<file path="src/rtl/sbfp_pkg.sv">
// ----------------------------------------------------------------------------
// sbfp_pkg
// types, codes and constants shared by the seven-bit frame packer
// ----------------------------------------------------------------------------
package sbfp_pkg;

    localparam int PAYLOAD_W = 7;

    localparam logic [7:0] HIGH_BIT     = 8'h80;
    localparam logic [7:0] CRC_POLY     = 8'h31;
    localparam logic [7:0] CRC_INIT     = 8'hFF;
    localparam logic [7:0] NEWLINE_BYTE = 8'h0A;

    // operation codes; six and seven are ignored
    typedef enum logic [2:0] {
        OP_BEGIN_QUERY  = 3'd0,
        OP_BEGIN_ANSWER = 3'd1,
        OP_HOST_BEGIN   = 3'd2,
        OP_APPEND       = 3'd3,
        OP_END          = 3'd4,
        OP_HOST_END     = 3'd5
    } sbfp_op_t;

    typedef enum logic [2:0] {
        ST_IDLE,
        ST_HEADER,
        ST_APPEND,
        ST_FLUSH,
        ST_CRC,
        ST_NEWLINE
    } sbfp_state_t;

    typedef struct packed {
        logic [2:0]  operation;
        logic [31:0] value;
        logic [5:0]  width;
        logic [6:0]  command;
        logic [3:0]  device_id;
    } sbfp_in_t;

    typedef struct packed {
        logic [7:0] out_byte;
        logic       last_of_run;
        logic       frame_done;
    } sbfp_out_t;

    // controller to datapath
    typedef struct packed {
        logic load;
        logic clear;
        logic emit_header;
        logic pack_step;
        logic emit_flush;
        logic emit_crc;
        logic emit_newline;
        logic last;
        logic done;
    } sbfp_cmd_t;

    // datapath to controller
    typedef struct packed {
        logic out_free;
        logic rem_zero;
        logic step_emits;
        logic step_last;
        logic rem_after_zero;
        logic used_nonzero;
    } sbfp_stat_t;

    // crc-8, poly 0x31, msb first, one byte
    function automatic logic [7:0] crc8_update(input logic [7:0] crc, input logic [7:0] data);
        logic [7:0] c;
        c = crc ^ data;
        for (int k = 0; k < 8; k++)
        begin
            if (c[7])
            begin
                c = {c[6:0], 1'b0} ^ CRC_POLY;
            end
            else
            begin
                c = {c[6:0], 1'b0};
            end
        end
        return c;
    endfunction

endpackage

</file>
<file path="src/rtl/seven_bit_frame_packer_crc8.sv">
// ----------------------------------------------------------------------------
// seven_bit_frame_packer_crc8
// builds serial command frames as a byte stream with 7-bit payloads and crc-8
// ----------------------------------------------------------------------------
//
//  channel  signals                      direction  carries
//  op       op_valid op_ready op_item    in         one operation item
//  tx       tx_valid tx_ready tx_item    out        one frame byte per item
//
//  an item is taken and then worked on alone; op_ready is high
//  only while the sequencer is idle
//  begin query / host begin: take the item, then emit the header byte
//  append of n bits: take it, then one pack step per cycle unless tx stalls,
//  each step filling the 7-bit payload; 32 bits need 5 to 6 steps
//  end: up to 3 bytes (flush, crc, newline for host end)
//  the single output register sets the pace: a step that emits a byte waits
//  while a byte is held and not taken, so tx stalls hold the sequencer
//  reset clears the payload, the bit count and presets the crc to 0xff
//
module seven_bit_frame_packer_crc8
    import sbfp_pkg::*;
#(
    parameter int MAX_FIELD_WIDTH = 32
)
(
    input  logic      clk,
    input  logic      rst_n,
    input  logic      op_valid,
    output logic      op_ready,
    input  sbfp_in_t  op_item,
    output logic      tx_valid,
    input  logic      tx_ready,
    output sbfp_out_t tx_item
);

    // controller to datapath commands and returned status
    sbfp_cmd_t  cmd;
    sbfp_stat_t stat;

    // sequencer
    sbfp_ctrl u_ctrl (
        .clk       (clk),
        .rst_n     (rst_n),
        .op_valid  (op_valid),
        .op_ready  (op_ready),
        .operation (op_item.operation),
        .stat      (stat),
        .cmd       (cmd)
    );

    // packer, crc and output register
    sbfp_datapath #(
        .MAX_FIELD_WIDTH (MAX_FIELD_WIDTH)
    ) u_datapath (
        .clk      (clk),
        .rst_n    (rst_n),
        .cmd      (cmd),
        .stat     (stat),
        .op_item  (op_item),
        .tx_valid (tx_valid),
        .tx_ready (tx_ready),
        .tx_item  (tx_item)
    );

    // frame end always closes the run of bytes
    assert property (@(posedge clk) disable iff (!rst_n)
        tx_valid && tx_item.frame_done |-> tx_item.last_of_run)
        else $error("frame_done without last_of_run");

    // at most one byte source per cycle
    assert property (@(posedge clk) disable iff (!rst_n)
        $onehot0({cmd.emit_header, cmd.pack_step, cmd.emit_flush,
                  cmd.emit_crc, cmd.emit_newline}))
        else $error("more than one byte source active");

    // a byte is never written over a held byte that is not taken
    assert property (@(posedge clk) disable iff (!rst_n)
        (cmd.emit_header || cmd.emit_flush || cmd.emit_crc || cmd.emit_newline ||
         (cmd.pack_step && stat.step_emits)) |-> stat.out_free)
        else $error("output register overrun");

endmodule

</file>
<file path="src/rtl/sbfp_ctrl.sv">
// ----------------------------------------------------------------------------
// sbfp_ctrl
// sequencer for the frame packer: header, pack steps, flush, crc, newline
// ----------------------------------------------------------------------------
module sbfp_ctrl
    import sbfp_pkg::*;
(
    input  logic       clk,
    input  logic       rst_n,
    input  logic       op_valid,
    output logic       op_ready,
    input  logic [2:0] operation,
    input  sbfp_stat_t stat,
    output sbfp_cmd_t  cmd
);

    sbfp_state_t state_reg, state_next;
    logic        host_reg, host_next;
    logic        accept;

    assign op_ready = (state_reg == ST_IDLE);
    assign accept   = op_valid && op_ready;

    always_ff @(posedge clk or negedge rst_n)
    begin
        if (!rst_n)
        begin
            state_reg <= ST_IDLE;
            host_reg  <= 1'b0;
        end
        else
        begin
            state_reg <= state_next;
            host_reg  <= host_next;
        end
    end

    // next state
    always_comb
    begin
        state_next = state_reg;
        host_next  = host_reg;
        unique case (state_reg)
            ST_IDLE:
            begin
                if (accept)
                begin
                    host_next = (operation == OP_HOST_END);
                    if (operation == OP_BEGIN_QUERY || operation == OP_HOST_BEGIN)
                    begin
                        state_next = ST_HEADER;
                    end
                    else if (operation == OP_APPEND)
                    begin
                        state_next = ST_APPEND;
                    end
                    else if (operation == OP_END || operation == OP_HOST_END)
                    begin
                        state_next = ST_FLUSH;
                    end
                end
            end
            ST_HEADER:
            begin
                if (stat.out_free)
                begin
                    state_next = ST_IDLE;
                end
            end
            ST_APPEND:
            begin
                if (stat.rem_zero)
                begin
                    state_next = ST_IDLE;
                end
                else if ((!stat.step_emits || stat.out_free) && stat.rem_after_zero)
                begin
                    state_next = ST_IDLE;
                end
            end
            ST_FLUSH:
            begin
                if (!stat.used_nonzero || stat.out_free)
                begin
                    state_next = ST_CRC;
                end
            end
            ST_CRC:
            begin
                if (stat.out_free)
                begin
                    state_next = host_reg ? ST_NEWLINE : ST_IDLE;
                end
            end
            ST_NEWLINE:
            begin
                if (stat.out_free)
                begin
                    state_next = ST_IDLE;
                end
            end
            default:
            begin
                state_next = ST_IDLE;
            end
        endcase
    end

    // commands
    always_comb
    begin
        cmd = '0;
        unique case (state_reg)
            ST_IDLE:
            begin
                if (accept)
                begin
                    cmd.load  = 1'b1;
                    cmd.clear = (operation == OP_BEGIN_QUERY) ||
                                (operation == OP_BEGIN_ANSWER) ||
                                (operation == OP_HOST_BEGIN);
                end
            end
            ST_HEADER:
            begin
                if (stat.out_free)
                begin
                    cmd.emit_header = 1'b1;
                    cmd.last        = 1'b1;
                end
            end
            ST_APPEND:
            begin
                if (!stat.rem_zero && (!stat.step_emits || stat.out_free))
                begin
                    cmd.pack_step = 1'b1;
                    cmd.last      = stat.step_last;
                end
            end
            ST_FLUSH:
            begin
                if (stat.used_nonzero && stat.out_free)
                begin
                    cmd.emit_flush = 1'b1;
                end
            end
            ST_CRC:
            begin
                if (stat.out_free)
                begin
                    cmd.emit_crc = 1'b1;
                    cmd.clear    = 1'b1;
                    cmd.last     = !host_reg;
                    cmd.done     = !host_reg;
                end
            end
            ST_NEWLINE:
            begin
                if (stat.out_free)
                begin
                    cmd.emit_newline = 1'b1;
                    cmd.last         = 1'b1;
                    cmd.done         = 1'b1;
                end
            end
            default:
            begin
                cmd = '0;
            end
        endcase
    end

endmodule

</file>
<file path="src/rtl/sbfp_datapath.sv">
// ----------------------------------------------------------------------------
// sbfp_datapath
// field shifter, 7-bit payload packer, running crc and output register
// ----------------------------------------------------------------------------
module sbfp_datapath
    import sbfp_pkg::*;
#(
    parameter int MAX_FIELD_WIDTH = 32
)
(
    input  logic       clk,
    input  logic       rst_n,
    input  sbfp_cmd_t  cmd,
    output sbfp_stat_t stat,
    input  sbfp_in_t   op_item,
    output logic       tx_valid,
    input  logic       tx_ready,
    output sbfp_out_t  tx_item
);

    localparam int SH_W  = MAX_FIELD_WIDTH;
    localparam int REM_W = $clog2(MAX_FIELD_WIDTH + 1);
    localparam int CMP_W = (REM_W > 6) ? REM_W : 6;

    logic [PAYLOAD_W-1:0] partial_reg, partial_next;
    logic [2:0]           used_reg, used_next;
    logic [7:0]           crc_reg, crc_next;
    logic [7:0]           hdr_reg, hdr_next;
    logic [SH_W-1:0]      shreg_reg, shreg_next;
    logic [REM_W-1:0]     rem_reg, rem_next;
    logic                 out_valid_reg, out_valid_next;
    sbfp_out_t            out_reg, out_next;

    logic [CMP_W-1:0]     width_ext;
    logic [REM_W-1:0]     eff_width;
    logic [2:0]           space;
    logic [2:0]           take;
    logic [PAYLOAD_W-1:0] take_mask;
    logic [PAYLOAD_W-1:0] merged;
    logic [3:0]           used_sum;
    logic                 full;
    logic [REM_W-1:0]     rem_after;
    logic                 emit;
    logic [7:0]           emit_byte;
    logic                 emit_covered;

    // saturate the field width
    always_comb
    begin
        width_ext = CMP_W'(op_item.width);
        if (width_ext > CMP_W'(MAX_FIELD_WIDTH))
        begin
            eff_width = REM_W'(MAX_FIELD_WIDTH);
        end
        else
        begin
            eff_width = REM_W'(width_ext);
        end
    end

    // one pack step: fill the payload up to seven bits
    always_comb
    begin
        space = 3'd7 - used_reg;
        if (rem_reg >= REM_W'(space))
        begin
            take = space;
        end
        else
        begin
            take = rem_reg[2:0];
        end
        take_mask = 7'h7F >> (3'd7 - take);
        merged    = partial_reg | ((shreg_reg[PAYLOAD_W-1:0] & take_mask) << used_reg);
        used_sum  = 4'(used_reg) + 4'(take);
        full      = (used_sum == 4'd7);
        rem_after = rem_reg - REM_W'(take);
    end

    assign stat.out_free       = !out_valid_reg || tx_ready;
    assign stat.rem_zero       = (rem_reg == '0);
    assign stat.step_emits     = full;
    assign stat.step_last      = (rem_after < REM_W'(7));
    assign stat.rem_after_zero = (rem_after == '0);
    assign stat.used_nonzero   = (used_reg != 3'd0);

    // byte selection
    always_comb
    begin
        emit         = 1'b0;
        emit_byte    = 8'h00;
        emit_covered = 1'b0;
        priority if (cmd.emit_header)
        begin
            emit         = 1'b1;
            emit_byte    = hdr_reg;
            emit_covered = 1'b1;
        end
        else if (cmd.pack_step && full)
        begin
            emit         = 1'b1;
            emit_byte    = HIGH_BIT | {1'b0, merged};
            emit_covered = 1'b1;
        end
        else if (cmd.emit_flush)
        begin
            emit         = 1'b1;
            emit_byte    = HIGH_BIT | {1'b0, partial_reg};
            emit_covered = 1'b1;
        end
        else if (cmd.emit_crc)
        begin
            emit      = 1'b1;
            emit_byte = HIGH_BIT | crc_reg;
        end
        else if (cmd.emit_newline)
        begin
            emit      = 1'b1;
            emit_byte = NEWLINE_BYTE;
        end
    end

    // frame state
    always_comb
    begin
        partial_next = partial_reg;
        used_next    = used_reg;
        crc_next     = crc_reg;
        shreg_next   = shreg_reg;
        rem_next     = rem_reg;
        hdr_next     = hdr_reg;

        if (cmd.load)
        begin
            shreg_next = SH_W'(op_item.value);
            rem_next   = eff_width;
            if (op_item.operation == OP_BEGIN_QUERY)
            begin
                hdr_next = {1'b0, op_item.command[2:0], op_item.device_id};
            end
            else
            begin
                hdr_next = {1'b0, op_item.command};
            end
        end

        if (cmd.pack_step)
        begin
            shreg_next = shreg_reg >> take;
            rem_next   = rem_after;
            if (full)
            begin
                partial_next = '0;
                used_next    = 3'd0;
            end
            else
            begin
                partial_next = merged;
                used_next    = used_sum[2:0];
            end
        end

        if (emit && emit_covered)
        begin
            crc_next = crc8_update(crc_reg, emit_byte);
        end

        if (cmd.clear)
        begin
            partial_next = '0;
            used_next    = 3'd0;
            crc_next     = CRC_INIT;
        end
    end

    // output register
    always_comb
    begin
        out_next       = out_reg;
        out_valid_next = out_valid_reg;
        if (emit)
        begin
            out_valid_next       = 1'b1;
            out_next.out_byte    = emit_byte;
            out_next.last_of_run = cmd.last;
            out_next.frame_done  = cmd.done;
        end
        else if (tx_ready)
        begin
            out_valid_next = 1'b0;
        end
    end

    always_ff @(posedge clk or negedge rst_n)
    begin
        if (!rst_n)
        begin
            partial_reg   <= '0;
            used_reg      <= 3'd0;
            crc_reg       <= CRC_INIT;
            rem_reg       <= '0;
            out_valid_reg <= 1'b0;
        end
        else
        begin
            partial_reg   <= partial_next;
            used_reg      <= used_next;
            crc_reg       <= crc_next;
            rem_reg       <= rem_next;
            out_valid_reg <= out_valid_next;
        end
    end

    always_ff @(posedge clk)
    begin
        hdr_reg   <= hdr_next;
        shreg_reg <= shreg_next;
        out_reg   <= out_next;
    end

    assign tx_valid = out_valid_reg;
    assign tx_item  = out_reg;

endmodule
</file>
<file path="config.mk">
export PLATFORM = sky130hd
export DESIGN_NAME = seven_bit_frame_packer_crc8
export DESIGN_NICKNAME = d
export VERILOG_FILES = /design/src/rtl/sbfp_pkg.sv /design/src/rtl/seven_bit_frame_packer_crc8.sv /design/src/rtl/sbfp_ctrl.sv /design/src/rtl/sbfp_datapath.sv
export SDC_FILE = /design/constraint.sdc
export NUM_CORES = 1
export LEC_CHECK = 0
export BUFFER_PORTS_ARGS = -buffer_cell sky130_fd_sc_hd__buf_4
export CORE_ASPECT_RATIO = 0.6
export CORE_MARGIN = 2
export CORE_UTILIZATION = 55
export CTS_CLUSTER_SIZE = 12
export DETAILED_ROUTE_END_ITERATION = 10
export PLACE_DENSITY = 0.76
export SLEW_MARGIN = 20
export SYNTH_ARGS = -nofsm -noshare
export SYNTH_HDL_FRONTEND = slang
export SYNTH_SLANG_ARGS = --single-unit
</file>
<file path="constraint.sdc">
create_clock -name clk -period 5.8 [get_ports clk]
set_clock_uncertainty 0.15 [all_clocks]
set_input_delay 0.29 -clock clk [delete_from_list [all_inputs] [get_ports clk]]
set_output_delay 0.29 -clock clk [all_outputs]
set_load 0.05 [all_outputs]
</file>
==> results of run 1 <==
metal layers:
| metal | track usage (%) | vias to the layer above | part of all wire [%] |
|---|---|---|---|
| met1 | 44.6 | 2299 | 51 |
| met4 | 5.68 | 0 | 0.74 |
| li1 | - | 2328 | - |
| met2 | 37.9 | 223 | 38 |
| met3 | 7.69 | 10 | 9.9 |
| met5 | 0 | - | 0 |
worst max-delay path, stage by stage (launching register included):
cell	delay [ns]
dfrtp_1	0.48
inv_1	0.17
ha_1	0.16
and2b_2	0.22
o21ai_2	0.39
nand2_4	0.15
nand2_1	0.14
o21ai_4	0.06
inv_1	0.23
ha_1	0.23
inv_1	0.06
fa_1	0.43
xnor2_1	0.21
o2111ai_1	0.31
or3_1	0.51
a21oi_1	0.15
o22ai_1	0.09
or3b_1	0.45
xnor3_2	0.45
xnor2_1	0.14
a21oi_1	0.15
per-stage QoR:
step                      hold slack [ns]  util, %  worst slack, ns  std cells  area (sq um)
after floorplan                    -0.156        -            0.594        600          5590
after detailed placement           0.0980     62.7            0.343        781          6190
after global placement             0.0891     62.7            0.615        781          6190
after CTS                         0.00507     65.8            0.329        798          6500
after global routing               0.0315     65.8           0.0248        799          6500
final                             0.00972     65.8            0.399        799          6500
cells by family after synthesis:
logic type,after synthesis,synth area share (%)
AO/OA/AOI/OAI,150,19.3
XOR/XNOR,22,4.10
adder cells (fa/ha/maj),11,2.73
buffers and inverters,57,5.01
flip-flops,78,39.5
multiplexers,68,12.4
AND/OR/NAND/NOR,214,17.0
synth_stat cells, types with 6 or more instances:
cell type   n  area share, %
clkbuf_1   17            1.1
nand3_1    15            1.3
ha_1        9            2.0
buf_1       7           0.47
inv_1      20            1.3
nor2_1     70            4.7
dfstp_2     8            3.8
a21oi_1    33            3.0
mux2_2      9            1.8
mux2i_1    59             11
o21ai_0    21            1.9
o22ai_1     6           0.67
nor3_1     11           0.98
edfxtp_1   49             26
xnor2_1    14            2.2
dfrtp_1    21            9.4
a31oi_1    31            3.5
a22o_1      8            1.3
nand2_1    89            6.0
final cells by class:
cell class / count / area share, %
Clock inverter: 6 / 0.673
Tap cell: 135 / 2.60
Multi-Input combinational cell: 465 / 48.0
Timing Repair Buffer: 84 / 9.73
Clock buffer: 10 / 3.85
Sequential cell: 78 / 33.9
Inverter: 21 / 1.21
worst min path at each step:
stage | cells after the start | start | endpoint | slack (ns)
after floorplan | 0 | rst_n | u_ctrl.host_reg | -0.16
after global placement | 1 | rst_n | u_datapath.partial_reg[2] | 0.09
after detailed placement | 1 | rst_n | u_datapath.partial_reg[2] | 0.1
after CTS | 3 | op_item[13] | u_datapath.rem_reg[2] | 0.005
after global routing | 3 | op_item[13] | u_datapath.rem_reg[2] | 0.03
final | 3 | op_item[13] | u_datapath.rem_reg[2] | 0.01
repair_timing:
action	4_1_cts	5_1_grt
hold buffers	1	0
setup buffers	0	1
gates resized for setup	0	0
setup endpoints to repair	0	4
endpoints found under the hold margin	21	0
==> reports/metrics.yaml, run 1 <==
synth:
  syn_area_sq_mm: 0.00559
  ys.warnings.count: 0
  yosysSeqAreaShare_pct: 39.5
  synthCells: 600
  async_flop_share_pct: 37.2
  syn-num-nets: 667
  synth_seq_cells: 78
  ys.flop_type: "edfxtp_1"
  yosysUniqueCellTypes: 79
  synth_edf_count: 49
  syn_avg_cell_area_sq_um: 9.32
clocking:
  clk_latency_ns: 0.34
  clock_path_buffers: 2
  clockRootBuffer: "clkbuf_16"
  clkTransAtPathRegs_ns: 0.06
  cts_tree: "built"
  clock-sinks: 78
  cts.htree.levels: 3
  cts_inserted_buffers: 9
cells_and_area:
  register_area_sq_mm: 0.00221
  layout_commonest_cell: "nand2_1"
  nFillCells: 818
  multiInputGateArea_sq_mm: 0.00312
  drive_gt1_share_pct: 21.7
  largest_reg_flops: 32
  final_cell_mix: "89 x nand2_1, 83 x buf_4, 69 x nor2_1"
  n_antenna_cell: 0
  area_growth_pct: 16.3
  nets: 726
timing:
  hold_viol: 0
  tightest_slew_ns: 0.923
  rsz0062_at_grt: "false"
  finalCritPeriodShare_pct: 93.1
  setup_viol: 0
  relSlewSlack_pct: 38.0
  fmax_ghz: 0.185
  period_needed_ns: 5.40
  finalMaxSlewViolations: 0
  tns_ns: 0
worst_setup_path:
  timing.rr.end: "u_datapath.crc_reg[5]"
  ff2ff_path_depth: 20
  cp.required_ns: 5.92
  crit_start: "u_datapath.rem_reg[0]"
  endpoint_kind: "register"
  reg2reg_slack_ns: 0.40
  cp.arrival_ns: 5.53
  startpoint_type: "register"
  worstSetupPathType: "register to register"
  reg2reg_from: "u_datapath.rem_reg[0]"
  critPathMaxFanout: 9
  crit_end: "u_datapath.crc_reg[5]"
grt:
  grt_util_all_layers_pct: 28.2
  grt_pass1_vias: 4431
  grt_max_degree: 47
  grt-ovfl-total: 0
  grt_pass1_wl_mm: 23.6
  antenna_found_initial: 0
placement:
  hpwl_mm: 11.3
  numPortBuffers: 67
  place.gp.congestion: 0.978
detailed_routing:
  viasPerCell: 6.08
  drcViolationCount: 0
  drtAntennaViolNets: 0
  dr.pass1.iters: 5
  drtIter0Drc: 427
  wire_per_inst_um: 18.6
  dr_total_vias: 4860
  route.final.wire_length_mm: 14.9
floorplanning:
  num_rows: 28
  die_area_sq_mm: 0.0110
  core_area_sq_mm: 0.00988
  initial_core_util_pct: 56.6
  fp.dieH_um: 82.1
  pin_count: 68
  fp.dieW_um: 134
flow_run:
  max_cap_viol_count: 0
min_path:
  hold_class: "input port to register"
status:
  status: "completed"
Power of run 1 is not shown: default switching activity piles up to over one toggle a cycle in this logic, so the estimate is an artifact.
==> run 2: changes to the inputs <==
--- a/config.mk
+++ b/config.mk
@@ -5,13 +5,13 @@
 export SDC_FILE = /design/constraint.sdc
 export NUM_CORES = 1
 export LEC_CHECK = 0
+export ABC_AREA = 1
 export BUFFER_PORTS_ARGS = -buffer_cell sky130_fd_sc_hd__buf_4
 export CORE_ASPECT_RATIO = 0.6
 export CORE_MARGIN = 2
-export CORE_UTILIZATION = 55
+export CORE_UTILIZATION = 30
 export CTS_CLUSTER_SIZE = 12
 export DETAILED_ROUTE_END_ITERATION = 10
-export PLACE_DENSITY = 0.76
 export SLEW_MARGIN = 20
 export SYNTH_ARGS = -nofsm -noshare
 export SYNTH_HDL_FRONTEND = slang
==> run 2 against run 1 <==
  * Synthesized area is 0.49% higher
  * Utilization is 29 points lower
  * Routed wire length is 3.6% higher
  * Sequential cell count did not move
  * Non-clock buffer count down 11
  * Cell area is 2.6% higher
  * Sequential share of layout area decreased by 0.87 points
  * Die area up 80%
  * Cell count is 30% higher
==> reports/metrics.yaml, run 2 <==
worst_setup_path:
  worstSetupPathType: "register to register"
  cp.arrival_ns: 5.33
  crit_start: "u_datapath.used_reg[0]"
  endpoint_kind: "register"
  worst_path_most_repeated_cell: "nand2_1"
  critPathMaxStageDelay_ns: 0.47
  reg2reg_from: "u_datapath.used_reg[0]"
  cp.required_ns: 5.94
  critPathMaxFanout: 44
  startpoint_type: "register"
  critical-path-slowest-cell: "dfrtp_1"
synth:
  yosysTopAreaCell: "edfxtp_1"
  syn_area_sq_mm: 0.00562
  syn-num-nets: 795
  synth_edf_count: 49
  synth_seq_cells: 78
  yosysUniqueCellTypes: 48
  synthTopCellsByCount: "214 x nand2_1, 77 x inv_1, 54 x nand3_1"
  syn_avg_cell_area_sq_um: 7.72
  synth_top_area_share_pct: 26.2
  synthCells: 728
  ys.warnings.count: 0
  synthTopCellsByArea: "edfxtp_1 26%, nand2_1 14%, dfrtp_1 9.4%"
  ys.flop_type: "edfxtp_1"
  async_flop_share_pct: 37.2
  synth.most_common_cell: "nand2_1"
  yosysSeqAreaShare_pct: 39.3
flow_run:
  max_cap_viol_count: 0
floorplanning:
  pin_count: 68
  core_area_sq_mm: 0.0182
  num_rows: 38
  die_area_sq_mm: 0.0199
  initial_core_util_pct: 30.9
  fp.dieH_um: 110
  fp.dieW_um: 181
cells_and_area:
  n_antenna_cell: 0
  final_cell_mix: "214 x nand2_1, 77 x inv_1, 72 x buf_4"
  nets: 861
  area_growth_pct: 18.8
  largest_reg_flops: 32
  stdcell_count: 1039
  drive_gt1_share_pct: 21.3
  layout_commonest_cell: "nand2_1"
grt:
  grt_pass1_wl_mm: 25.4
  grt_max_degree: 45
  antenna_found_initial: 0
  grt_util_all_layers_pct: 16.2
  grt-ovfl-total: 0
  grt_pass1_vias: 4841
timing:
  tightest_slew_ns: 0.813
  setup_viol: 0
  finalCritPeriodShare_pct: 89.5
  finalMaxSlewViolations: 0
  tns_ns: 0
  relSlewSlack_pct: 45.6
  period_needed_ns: 5.19
  hold_viol: 0
  fmax_ghz: 0.193
  rsz0062_at_grt: "false"
detailed_routing:
  viasPerCell: 4.96
  drcViolationCount: 0
  drtIter0Drc: 425
  route.final.wire_length_mm: 15.4
  dr.pass1.iters: 5
  wire_per_inst_um: 14.9
  drtAntennaViolNets: 0
  dr_total_vias: 5152
placement:
  numPortBuffers: 67
  hpwl_mm: 12.0
  dp_cells: 1022
  place.gp.congestion: 0.858
clocking:
  cts_inserted_buffers: 9
  clockRootBuffer: "clkbuf_16"
  clock_path_buffers: 2
  clkTransAtPathRegs_ns: 0.07
  clk_latency_ns: 0.34
  clock-sinks: 78
  cts.htree.levels: 3
  post_cts.repair.setup_buffers: 0
  cts_tree: "built"
status:
  status: "completed"
min_path:
  min_from: "op_item[11]"
  hold_class: "input port to register"
## run 2: through the flow
stage / setup slack, ns / hold slack (ns) / cell area (sq um) / utilization, %
floorplan: 1.23 / -0.156 / 5620 / -
global placement: 0.712 / 0.100 / 6380 / 35.0
detailed placement: 0.532 / 0.0988 / 6380 / 35.0
CTS: 0.508 / 0.0523 / 6660 / 36.6
global route: 0.0707 / 0.0545 / 6680 / 36.7
finish: 0.611 / 0.0573 / 6680 / 36.7
## run 2: logic make-up (layout without fill, tap and decap cells)
logic type | Yosys count | count (layout) | share of synthesized area (%)
buffers and inverters | 107 | 178 | 7.33
multiplexers | 24 | 24 | 4.39
flip-flops | 78 | 78 | 39.3
adder cells (fa/ha/maj) | 11 | 11 | 2.72
AND/OR/NAND/NOR | 381 | 381 | 31.4
AO/OA/AOI/OAI | 120 | 120 | 13.8
XOR/XNOR | 7 | 7 | 1.09
## run 2: area by class of cell
cell class	count	area, sq um
fillers	1898	11500
clock inverters	7	47.5
well taps	240	300
clock buffers	9	225
multi-input cells	543	3010
flip-flops and latches	78	2210
inverters	89	334
repair buffers	73	551
## run 2: timing repair
| item | 4_1_cts | 5_1_grt |
|---|---|---|
| endpoints found under the setup margin | 0 | 5 |
| gates resized for setup | 0 | 2 |
| endpoints found under the hold margin | 21 | 0 |
| hold buffers | 1 | 0 |
## run 2: metal layers
metal | vias up | GRT usage [%] | wire (um)
met4 | 0 | 2.76 | 87
met1 | 2401 | 26.2 | 8640
met3 | 8 | 3.32 | 950
met5 | - | 0 | 0
li1 | 2602 | - | -
met2 | 141 | 21.7 | 5770
## run 2: worst max-delay path: cells and delay by family, from the launching register on
family / cells / cell delay [ns]
AND/OR/NAND/NOR: 23 / 2.47
AO/OA/AOI/OAI: 1 / 0.16
buffers and inverters: 5 / 0.67
XOR/XNOR: 1 / 0.20
flip-flops: 1 / 0.47
adder cells (fa/ha/maj): 3 / 1.00
## run 2: final timing paths
path,to,slack (ns),depth (start not counted)
max,u_datapath.crc_reg[5],0.61,33
min,u_datapath.rem_reg[0],0.06,2
max reg2reg,u_datapath.crc_reg[5],0.61,33
min reg2reg,u_datapath.crc_reg[1],0.39,2
max in group asynchronous,u_datapath.crc_reg[2],4.91,2
min in group asynchronous,u_datapath.rem_reg[0],0.26,2
Power of run 2 is left out for the same reason.
==> run 3: changes to the inputs <==
--- a/config.mk
+++ b/config.mk
@@ -8,8 +8,9 @@
 export ABC_AREA = 1
 export BUFFER_PORTS_ARGS = -buffer_cell sky130_fd_sc_hd__buf_4
 export CORE_ASPECT_RATIO = 0.6
-export CORE_MARGIN = 2
+export CORE_MARGIN = 4
 export CORE_UTILIZATION = 30
+export CTS_CLUSTER_DIAMETER = 50
 export CTS_CLUSTER_SIZE = 12
 export DETAILED_ROUTE_END_ITERATION = 10
 export SLEW_MARGIN = 20
==> run 3 against run 2 <==
  * Register-to-register slack better by 0.10 ns
  * First-iteration DRC count up 19%
  * Via count about the same
  * Sequential cell count unchanged
  * Utilization about the same
  * Critical path depth unchanged
  * Setup slack better by 0.10 ns
  * Global-route usage down 1.1 points
  * Routed wire length up 0.60%
  * Cell count unchanged
  * Worst hold slack worse by 0.0014 ns
  * Non-clock buffer count unchanged
  * Largest cell class unchanged
==> reports/metrics.yaml, run 3 (synthesis gave the netlist of run 2 again) <==
worst_setup_path:
  critical-path-slowest-cell: "dfrtp_1"
  critPathMaxStageDelay_ns: 0.47
  worst_path_most_repeated_cell: "nand2_1"
  reg2reg_from: "u_datapath.used_reg[0]"
  ff2ff_path_depth: 33
  worstSetupPathType: "register to register"
  timing.rr.end: "u_datapath.crc_reg[5]"
  endpoint_kind: "register"
  cp.arrival_ns: 5.22
  critPathMaxFanout: 19
  startpoint_type: "register"
  cp.required_ns: 5.93
  reg2reg_slack_ns: 0.71
timing:
  finalCritPeriodShare_pct: 87.8
  rsz0062_at_grt: "false"
  period_needed_ns: 5.09
  setup_viol: 0
  hold_viol: 0
  relSlewSlack_pct: 47.6
  worst_slack_ns: 0.710
  tightest_slew_ns: 0.783
  tns_ns: 0
  fmax_ghz: 0.196
  finalMaxSlewViolations: 0
floorplanning:
  pin_count: 68
  core_area_sq_mm: 0.0182
  die_area_sq_mm: 0.0211
  fp.dieH_um: 114
  num_rows: 38
  initial_core_util_pct: 30.9
  fp.dieW_um: 185
min_path:
  whs_path_depth: 2
  hold_class: "input port to register"
  min_to: "u_datapath.rem_reg[0]"
  min_from: "op_item[11]"
placement:
  hpwl_mm: 12.0
  dp_cells: 1022
  place.gp.congestion: 0.871
  dp_slack_ns: 0.756
  numPortBuffers: 67
cells_and_area:
  stdcell_count: 1039
  largest_reg_flops: 32
  multiInputGateArea_sq_mm: 0.00300
  final_cell_mix: "214 x nand2_1, 77 x inv_1, 72 x buf_4"
  drive_gt1_share_pct: 21.3
  area_growth_pct: 18.8
  n_antenna_cell: 0
  nFillCells: 1911
  register_area_sq_mm: 0.00221
  layout_commonest_cell: "nand2_1"
  nets: 861
grt:
  grt_max_degree: 37
  grt_pass1_wl_mm: 25.4
  grt_util_all_layers_pct: 15.1
  grt_pass1_vias: 4782
  grt-ovfl-total: 0
  antenna_found_initial: 0
clocking:
  cts.htree.levels: 3
  clkTransAtPathRegs_ns: 0.07
  cts_tree: "built"
  clk_latency_ns: 0.34
  cts_inserted_buffers: 9
  clockRootBuffer: "clkbuf_16"
  clock-sinks: 78
  clock_path_buffers: 2
  post_cts.repair.setup_buffers: 0
detailed_routing:
  route.final.wire_length_mm: 15.5
  drtIter0Drc: 506
  dr_total_vias: 5150
  dr.pass1.iters: 4
  drcViolationCount: 0
  viasPerCell: 4.96
  wire_per_inst_um: 15.0
  drtAntennaViolNets: 0
flow_run:
  max_cap_viol_count: 0
status:
  status: "completed"
==> run 3: cell types whose count changed in the layout (fill, tap and decap cells not counted) <==
cell / previous run / this run
clkbuf_8: 0 / 1
clkinv_1: 3 / 2
nand2_4: 7 / 8
nand2_8: 1 / 0
nor2_1: 37 / 38
nor2_2: 5 / 4
==> run 3: how the worst max path moves through the flow <==
stage,startpoint,end,cells past startpoint
after floorplan,u_datapath.used_reg[0],u_datapath.crc_reg[5],36
after global placement,u_datapath.used_reg[0],u_datapath.crc_reg[5],33
after detailed placement,u_datapath.used_reg[0],u_datapath.crc_reg[4],25
after CTS,u_datapath.used_reg[0],u_datapath.crc_reg[4],25
after global routing,u_datapath.used_reg[0],u_datapath.crc_reg[4],25
final,u_datapath.used_reg[0],u_datapath.crc_reg[5],33
==> run 3: layout make-up <==
cell class	count	area share (%)
Multi-Input combinational cell	543	44.9
Sequential cell	78	33.1
Timing Repair Buffer	73	8.25
Inverter	89	5.01
Tap cell	240	4.50
Clock buffer	10	3.58
Clock inverter	6	0.656
==> run 3: repair_timing <==
item | 4_1_cts | 5_1_grt
hold buffers | 1 | 0
hold endpoints to repair | 21 | 0
gates resized for setup | 0 | 0
==> run 3: layer usage <==
layer	part of all wire, %	vias to the layer above	GRT usage [%]	routed length (um)
met1	56	2399	25.4	8680
met3	6.1	11	2.80	941
met5	0	-	0	0
met2	37	144	19.5	5790
met4	0.84	0	2.74	130
li1	-	2596	-	-
==> run 3: worst max-delay path: cells and delay by family (launching register included) <==
family	cells	cell delay [ns]
buf+inv	5	0.67
flops	1	0.47
xor+xnor	1	0.19
compound gates	1	0.16
fa+ha+maj	3	1.01
simple gates	23	2.35
==> run 3: metrics by stage <==
step | cell area (sq um) | utilization (%) | hold WS [ns]
after floorplan | 5620 | - | -0.156
after global placement | 6380 | 35.0 | 0.103
after detailed placement | 6380 | 35.0 | 0.109
after CTS | 6670 | 36.6 | 0.0483
after global routing | 6670 | 36.6 | 0.0620
final | 6670 | 36.6 | 0.0559
Power of run 3 is left out for the same reason.
